===== config.mk =====
export PLATFORM = sky130hd
export DESIGN_NAME = ils_cell
export DESIGN_NICKNAME = d
export VERILOG_FILES = /design/src/design/ils_pkg.sv /design/src/design/ils_cell.sv
export SDC_FILE = /design/constraint.sdc
export NUM_CORES = 1
export LEC_CHECK = 0
export ABC_CLOCK_PERIOD_IN_PS = 2930
export BUFFER_PORTS_ARGS = -buffer_cell sky130_fd_sc_hd__buf_2
export CORE_MARGIN = 4
export CORE_UTILIZATION = 41
export CTS_BUF_LIST = sky130_fd_sc_hd__clkbuf_4
export CTS_CLUSTER_SIZE = 8
export DETAILED_ROUTE_END_ITERATION = 6
export PLACE_DENSITY = 0.92
export SLEW_MARGIN = 0
export SYNTH_ARGS = -nofsm -noshare
export SYNTH_HDL_FRONTEND = slang
export SYNTH_SLANG_ARGS = --single-unit

===== constraint.sdc =====
create_clock -name i_clk -period 2.93 [get_ports i_clk]
set_input_delay 0.586 -clock i_clk [delete_from_list [all_inputs] [get_ports i_clk]]
set_output_delay 0.586 -clock i_clk [all_outputs]
set_load 0.005 [all_outputs]

===== src/design/ils_pkg.sv =====
// shared constants, codes and types of the indexed list store
package ils_pkg;

    // list capacity and derived widths
    localparam int CAPACITY = 64;
    localparam int IDX_W    = (CAPACITY > 2) ? $clog2(CAPACITY) : 1;
    localparam int CNT_W    = $clog2(CAPACITY + 1);
    localparam int POS_W    = 7;
    localparam int CMP_W    = (CNT_W > POS_W) ? CNT_W : POS_W;
    localparam int DATA_W   = 32;
    localparam int OP_W     = 3;
    localparam int ST_W     = 2;
    localparam int COUNT_W  = 7;

    // request operation codes
    typedef enum logic [OP_W-1:0] {
        OP_READ = 3'd0,
        OP_HEAD = 3'd1,
        OP_TAIL = 3'd2,
        OP_AT   = 3'd3,
        OP_DEL  = 3'd4
    } t_op;

    // response status codes
    typedef enum logic [ST_W-1:0] {
        ST_DONE  = 2'd0,
        ST_RANGE = 2'd1,
        ST_FULL  = 2'd2
    } t_status;

    // shift command broadcast to every cell
    typedef struct packed {
        logic              ins;
        logic              del;
        logic [CNT_W-1:0]  pos;
        logic [DATA_W-1:0] value;
    } t_shift_cmd;

endpackage


===== src/design/ils_cell.sv =====
// one list slot: holds an entry and shifts toward head or tail on command
module ils_cell (
    input  logic                          i_clk,
    input  logic [ils_pkg::IDX_W-1:0]     i_index,
    input  ils_pkg::t_shift_cmd           i_cmd,
    input  logic [ils_pkg::DATA_W-1:0]    i_left,
    input  logic [ils_pkg::DATA_W-1:0]    i_right,
    input  logic [ils_pkg::CNT_W-1:0]     i_read_pos,
    output logic [ils_pkg::DATA_W-1:0]    o_value,
    output logic [ils_pkg::DATA_W-1:0]    o_read_data
);

    logic [ils_pkg::DATA_W-1:0] r_value;
    logic [ils_pkg::DATA_W-1:0] n_value;
    logic [ils_pkg::CNT_W-1:0]  idx_ext;

    assign idx_ext = ils_pkg::CNT_W'(i_index);

    // next slot content: on insert take from left, or the new value at the insert position; on delete take from right
    always_comb begin
        n_value = r_value;
        priority if (i_cmd.ins && (idx_ext > i_cmd.pos)) begin
            n_value = i_left;
        end else if (i_cmd.ins && (idx_ext == i_cmd.pos)) begin
            n_value = i_cmd.value;
        end else if (i_cmd.del && (idx_ext >= i_cmd.pos)) begin
            n_value = i_right;
        end else begin
            n_value = r_value;
        end
    end

    // slot storage, no reset needed
    always_ff @(posedge i_clk) begin
        r_value <= n_value;
    end

    // read contribution onto the or bus
    assign o_value     = r_value;
    assign o_read_data = (idx_ext == i_read_pos) ? r_value : '0;

endmodule


==> flow_summary.yaml, run 1 <==
floorplan:
  pin_count: 183
  rows: 26
  start_util_pct: 43.59
  fp.dieW_um: 82.85
  die_h_um: 82.85
  core_sq_mm: 0.005270
  dieArea_sq_mm: 0.006864
grt:
  grt.overflow.total: 0
  grt_pass1_wl_mm: 10.12
  grt_util_met2_pct: 36.66
  grt_use_met3_pct: 5.644
  grt_max_degree: 33
  grt_usage_pct: 17.85
  grt-busiest-layer: "met2"
  grt_pass1_vias: 2238
  grt_antenna_before_repair: 0
  grtUsageMet1_pct: 16.40
critical_path:
  crit_family: "simple AND/OR/NAND/NOR gates"
  cp_max_fo: 32
  crit_top_cell: "buf_2"
  worstPathCellList: "buf_2 > xor2_1 > or4_1 > nor4_4 > buf_4 > and2_1 > buf_2"
  required_ns: 2.34
  startpoint_type: "input port"
  path_class: "input port to output pin"
  path_buf_inv: 3
  crit_path_start: "i_read_pos[3]"
  max_stage_delay_ns: 0.55
  endpoint_kind: "output pin"
  cp.arrival_ns: 2.17
  crit_slowest_cell: "or4_1"
clock_tree:
  cts_made_buffers: 5
  cts_setup_buffers: 0
  h-tree-depth: 2
  clkSinkCount: 32
  hold_buffers: 0
  clock-root-buffer: "clkbuf_4"
  cts_tree: "built"
  clock_path_buffers: 2
  cts_resized: 0
  clk_pin_slew_ns: 0.10
yosys:
  synthDistinctLibCells: 22
  syn_area_sq_mm: 0.002297
  yosysWarnings: 0
  synth-compound-area-share_pct: 1.961
  ys_seq_area_share_pct: 41.83
  synth.avg_cell_area_sq_um: 13.36
  synthAdderAreaFrac_pct: 3.268
  muxShareOfSynthArea_pct: 34.48
  synth_top_family_by_area: "multiplexers"
  yosys.area_share.simple_pct: 11.76
  syn_nets: 297
  syn_inst: 172
  synthFlopType: "edfxtp_1"
  synth_edf_count: 32
  ys_ff_latch: 32
  postSynth.asyncResetShare_pct: 0
  synth_xor_area_share_pct: 2.288
sta:
  rsz0062_at_grt: "false"
  hold_violations: 0
  tns_ns: 0
  setup_ws_ns: 0.1789
  worstMarginPinSlew_ns: 0.3533
  fin_crit_sh_pct: 93.89
  drv_slew: 0
  setup_violations: 0
  timing.fmax_mhz: 363.5
  min_period_ns: 2.751
  slew_headroom_pct: 76.45
status:
  outcome: "finished, final reports clean"
pwr:
  p_leak_nw: 1.749
  power.density_mw_per_mm2: 330.6
  peakVddDrop_mv: 0.1794
finish:
  drive_above_1_share_pct: 73.46
  multiInputGateArea_sq_mm: 0.001261
  fillers: 473
  antennaDiodeCount: 0
  fin_nets: 483
  regArea_sq_um: 960.9
  syn_to_final_growth_pct: 45.97
  fin_util_pct: 63.63
  largest_register_ffs: 32
routing:
  drc: 0
  first_iter_violations: 29
  post_drt_via_cell_ratio: 4.755
  dr.pass1.iters: 4
  wirelength_mm: 6.297
  ant_nets: 0
  detail_route.wl_per_cell_um: 14.71
  vias: 2035
placement:
  place_congestion: 0.8179
  dp_hpwl_mm: 5.344
  dp_slack_ns: 0.1825
  io_buffer_count: 182
run:
  cap_violations: 0
worst_hold_path:
  worstHoldPathType: "input port to register"
  hold_path_startpoint: "i_left[0]"
==> final timing paths <==
| path | slack, ns | endpoint | depth (start not counted) |
|---|---|---|---|
| setup / recovery | 0.18 | o_read_data[5] | 7 |
| hold / removal | 0.56 | o_value[0] | 2 |
==> per-layer routing <==
metal  wire length (um)  share of wire [%]
met1               2126                 34
met2               3540                 56
met3                566                9.0
met4                 65                1.0
met5                  0                  0
==> area by class of cell <==
type                            instances  area share (%)
Inverter                                8          0.8955
Sequential cell                        32           28.66
Multi-Input combinational cell        122           37.61
Tap cell                               70           2.612
Timing Repair Buffer                  189           28.73
Clock inverter                          1          0.1493
Clock buffer                            6           1.343
==> placed cells by master, fill, tap and decap left out, types with 3 or more instances in the layout <==
cell type / Yosys / final
buf_4: 0 / 7
mux2_2: 45 / 45
and2_1: 32 / 32
buf_2: 3 / 182
ha_1: 6 / 6
xor2_1: 6 / 6
edfxtp_1: 32 / 32
clkbuf_4: 0 / 6
a21oi_1: 3 / 3
mux2_4: 19 / 19
inv_1: 8 / 8
==> kinds of logic after synthesis <==
family                   after synthesis
AO/OA/AOI/OAI                          7
XOR/XNOR                               6
adder cells (fa/ha/maj)                6
buffers and inverters                 18
flip-flops                            32
multiplexers                          64
AND/OR/NAND/NOR                       39
==> power by group <==
part	total [mW]	switching, mW	internal [mW]
Combinational	0.288	0.115	0.174
Sequential	0.585	0.0205	0.564
Clock	0.235	0.138	0.0976
==> cells in the mapped netlist (all sizes together), types with 3 or more instances <==
| cell | number | area, sq um |
|---|---|---|
| edfxtp | 32 | 960.9 |
| buf | 7 | 60.05 |
| inv | 8 | 30.03 |
| mux2 | 64 | 792.0 |
| clkbuf | 3 | 11.26 |
| a21oi | 3 | 15.01 |
| ha | 6 | 75.07 |
| and2 | 32 | 200.2 |
| xor2 | 6 | 52.55 |
==> through the flow <==
step	cell area, sq um	cells	total power, mW	hold slack (ns)
6_report	3353	428	1.109	0.5638
2_1_floorplan	2297	172	0.7268	0.8039
3_3_place_gp	3303	421	0.8746	0.8857
4_1_cts	3353	428	1.126	0.5444
3_5_place_dp	3303	421	0.8873	0.8920
5_1_grt	3353	428	1.182	0.5386
Note: power is estimated with default switching activity, not from simulation.
==> run 2: changes to the inputs <==
Settings changed: CORE_UTILIZATION 41 to 40, CTS_BUF_LIST sky130_fd_sc_hd__clkbuf_4 to unset, PLACE_DENSITY 0.92 to 0.91.
==> flow_summary.yaml, run 2 (same netlist as run 1, synthesis figures left out) <==
status:
  outcome: "finished, final reports clean"
pwr:
  p_leak_nw: 1.763
  power.density_mw_per_mm2: 348.1
  seq_power_share_pct: 49.6
  combPwrFrac_pct: 24.3
  clockPowerShare_pct: 26.0
  p_switching_mw: 0.2802
  peakVddDrop_mv: 0.1535
  internal_power_mw: 0.9002
  switching_share_pct: 23.74
clock_tree:
  hold_buffers: 0
  clkSinkCount: 32
  clock_path_buffers: 2
  clock-root-buffer: "clkbuf_8"
  cts_setup_buffers: 0
  cts_tree: "built"
  clk_pin_slew_ns: 0.06
  cts_made_buffers: 5
  cts_resized: 0
  h-tree-depth: 2
floorplan:
  dieArea_sq_mm: 0.007019
  core_sq_mm: 0.005540
  rows: 27
  die_h_um: 83.78
  pin_count: 183
  start_util_pct: 41.46
  fp.dieW_um: 83.78
finish:
  fin_util_pct: 61.20
  syn_to_final_growth_pct: 47.60
  fin_nets: 484
  layout_common_cells: "buf_2 (182), mux2_2 (45), and2_1 (32), edfxtp_1 (32), mux2_4 (19)"
  largest_register_ffs: 32
  antennaDiodeCount: 0
  drive_above_1_share_pct: 73.26
  layout_commonest_cell: "buf_2"
critical_path:
  cp.arrival_ns: 2.07
  crit_top_cell: "buf_2"
  cp_max_fo: 19
  worstPathCellList: "buf_2 > xor2_1 > or4_1 > nor4_4 > buf_4 > and2_1 > buf_2"
  endpoint_kind: "output pin"
  max_stage_delay_ns: 0.56
  path_buf_inv: 3
  crit_cells: 7
  crit_family: "simple AND/OR/NAND/NOR gates"
  path_class: "input port to output pin"
  crit_slowest_cell: "or4_1"
  required_ns: 2.34
  startpoint_type: "input port"
routing:
  wirelength_mm: 6.164
  met2_length_mm: 3.379
  detail_route.wl_per_cell_um: 14.30
  wl_met3_um: 576
  dr.pass1.iters: 4
  met1_length_mm: 2.117
  drc: 0
  top_layer: "met4"
  post_drt_via_cell_ratio: 4.673
  vias: 2014
  first_iter_violations: 46
  ant_nets: 0
sta:
  drv_slew: 0
  timing.fmax_mhz: 376.2
  worstMarginPinSlew_ns: 0.3329
  tns_ns: 0
  hold_violations: 0
  setup_violations: 0
  min_period_ns: 2.658
  rsz0062_at_grt: "false"
  hold_slack_ns: 0.6084
  fin_crit_sh_pct: 90.72
  slew_headroom_pct: 77.80
grt:
  grt_max_degree: 20
  grt_pass1_vias: 2119
  grt_usage_pct: 17.27
  grt.overflow.total: 0
  grt_pass1_wl_mm: 9.756
  grt_antenna_before_repair: 0
worst_hold_path:
  worstHoldPathType: "input port to register"
  min_path_cells: 2
placement:
  io_buffer_count: 182
  place_congestion: 0.7556
  dp_hpwl_mm: 5.260
run:
  cap_violations: 0
==> run 2: changes by cell type in the layout (fill, tap and decap cells not counted), sizes merged <==
cell | before | now
buf | 189 | 190
==> run 2: power groups by stage <==
stage | registers, mW | logic (mW) | clock network, mW
finish | 0.586 | 0.287 | 0.307
global route | 0.592 | 0.316 | 0.347
CTS | 0.587 | 0.293 | 0.323
detailed placement | 0.596 | 0.292 | 0
global placement | 0.593 | 0.282 | 0
floorplan | 0.599 | 0.128 | 0
==> run 2: final timing paths <==
check | start | to
worst max-delay path | i_read_pos[3] | o_read_data[6]
worst min-delay path | i_left[14] | o_value[14]
==> run 2: metrics by stage <==
step,instances,area [sq um],power (mW),setup WS [ns]
floorplan,172,2297,0.7268,0.4182
global placement,424,3313,0.8752,0.3005
detailed placement,424,3313,0.8874,0.2452
CTS,431,3391,1.203,0.2546
global route,431,3391,1.256,0.1559
finish,431,3391,1.180,0.2720
==> run 2: layout make-up <==
type	count	area, sq um
clock buffer	6	72.57
clock inverter	1	5.005
fill	443	2150
inverter	8	30.03
multi-input combinational	122	1261
sequential	32	960.9
tap	72	90.09
timing repair buffer	190	970.9
==> run 2: per-layer routing <==
layer,track usage [%],vias to the layer above
li1,-,997
met1,17.64,902
met2,33.55,107
met3,5.035,8
met4,4.971,0
met5,0,-
==> run 3: changes to the inputs <==
Settings changed: ABC_CLOCK_PERIOD_IN_PS 2930 to 2600, CELL_PAD_IN_SITES_DETAIL_PLACEMENT set to 1, CELL_PAD_IN_SITES_GLOBAL_PLACEMENT set to 1, CORE_UTILIZATION 40 to 29.
Clock period 2.93 ns to 2.6 ns, I/O delays scaled along.
==> flow_summary.yaml, run 3 (same netlist as run 1, synthesis figures left out) <==
sta:
  hold_slack_ns: 0.5378
  fin_crit_sh_pct: 96.53
  tns_ns: 0
  timing.fmax_mhz: 398.5
  rsz0062_at_grt: "false"
  slew_headroom_pct: 74.84
  worstMarginPinSlew_ns: 0.3773
  min_period_ns: 2.510
  setup_violations: 0
  hold_violations: 0
  drv_slew: 0
  setup_ws_ns: 0.09032
placement:
  io_buffer_count: 182
  place_congestion: 0.7575
  dp_slack_ns: -0.009776
  dp_hpwl_mm: 6.240
routing:
  detail_route.wl_per_cell_um: 15.78
  ant_nets: 0
  post_drt_via_cell_ratio: 4.524
  first_iter_violations: 36
  vias: 2099
  wirelength_mm: 7.321
  dr.pass1.iters: 4
  drc: 0
run:
  cap_violations: 0
clock_tree:
  h-tree-depth: 2
  cts_setup_buffers: 0
  clock_path_buffers: 2
  clock-root-buffer: "clkbuf_8"
  cts_made_buffers: 5
  cts_tree: "built"
  clk_pin_slew_ns: 0.07
  clkSinkCount: 32
floorplan:
  rows: 32
  die_h_um: 97
  fp.dieW_um: 97
  core_sq_mm: 0.007727
  start_util_pct: 29.73
  pin_count: 183
  dieArea_sq_mm: 0.009409
critical_path:
  required_ns: 2.08
  cp_max_fo: 13
  path_class: "input port to output pin"
  cp.arrival_ns: 1.99
  startpoint_type: "input port"
  endpoint_kind: "output pin"
grt:
  grt_max_degree: 20
  grt_usage_pct: 15.22
  grt_pass1_wl_mm: 11.50
  grt_pass1_vias: 2413
  grt_antenna_before_repair: 0
  grt.overflow.total: 0
finish:
  fin_nets: 486
  antennaDiodeCount: 0
  largest_register_ffs: 32
  drive_above_1_share_pct: 74.03
  layout_commonest_cell: "buf_2"
  layout_common_cells: "buf_2 (182), mux2_2 (45), and2_1 (32), edfxtp_1 (32), mux2_4 (19)"
  syn_to_final_growth_pct: 52.67
pwr:
  p_leak_nw: 1.799
  power.density_mw_per_mm2: 418.5
  peakVddDrop_mv: 0.1656
status:
  outcome: "finished, final reports clean"
worst_hold_path:
  worstHoldPathType: "input port to register"
## run 3: cell types whose count changed in the layout (fill, tap and decap cells not counted), sizes merged
cell / change
buf: +2
bufinv: +1
## run 3: per-stage QoR
step | utilization (%) | total power [mW] | instances | area, sq um
6_report | 45.39 | 1.468 | 464 | 3507
5_1_grt | 45.39 | 1.560 | 464 | 3507
4_1_cts | 45.34 | 1.495 | 464 | 3503
3_5_place_dp | 43.90 | 1.017 | 456 | 3392
3_3_place_gp | 43.90 | 1.000 | 456 | 3392
2_1_floorplan | - | 0.8190 | 172 | 2297
## run 3: area by class of cell
type                       count  area, sq um
fill                         922         4220
inverter                       8        30.03
sequential                    32        960.9
multi-input combinational    122         1266
clock buffer                   6        72.57
timing repair buffer         192         1015
tap                          102        127.6
clock inverter                 2        35.03
## run 3: what timing repair did
| action | 4_1_cts | 5_1_grt |
|---|---|---|
| resized for setup | 1 | 1 |
| setup endpoints to repair | 1 | 22 |
| hold buffers | 0 | 0 |
## run 3: path summary, 6_finish.rpt
| kind | from | to | slack, ns | cells after the start |
|---|---|---|---|---|
| worst min-delay path | i_left[21] | o_value[21] | 0.54 | 2 |
| worst max-delay path | i_read_pos[3] | o_read_data[27] | 0.09 | 7 |
## run 3: critical path, cell delays in order
cell    delay [ns]
buf_2         0.10
xor2_1        0.15
or4_4         0.53
nor4_4        0.19
buf_4         0.24
and2_1        0.15
buf_2         0.11
## run 3: power by group
group          switching, mW  leakage, nW  internal, mW
Sequential            0.0253        0.296         0.637
Clock                  0.183       0.0552         0.284
Combinational          0.134         1.45         0.204
Total                  0.342         1.80          1.13
## run 3: routing by layer
metal  part of all wire [%]  global-route usage [%]  up-vias
met3                    6.9                   4.182       14
met2                     56                   30.52      105
met4                    2.2                   5.940        0
li1                       -                       -      998
met1                     35                   14.25      982
met5                      0                       0        -
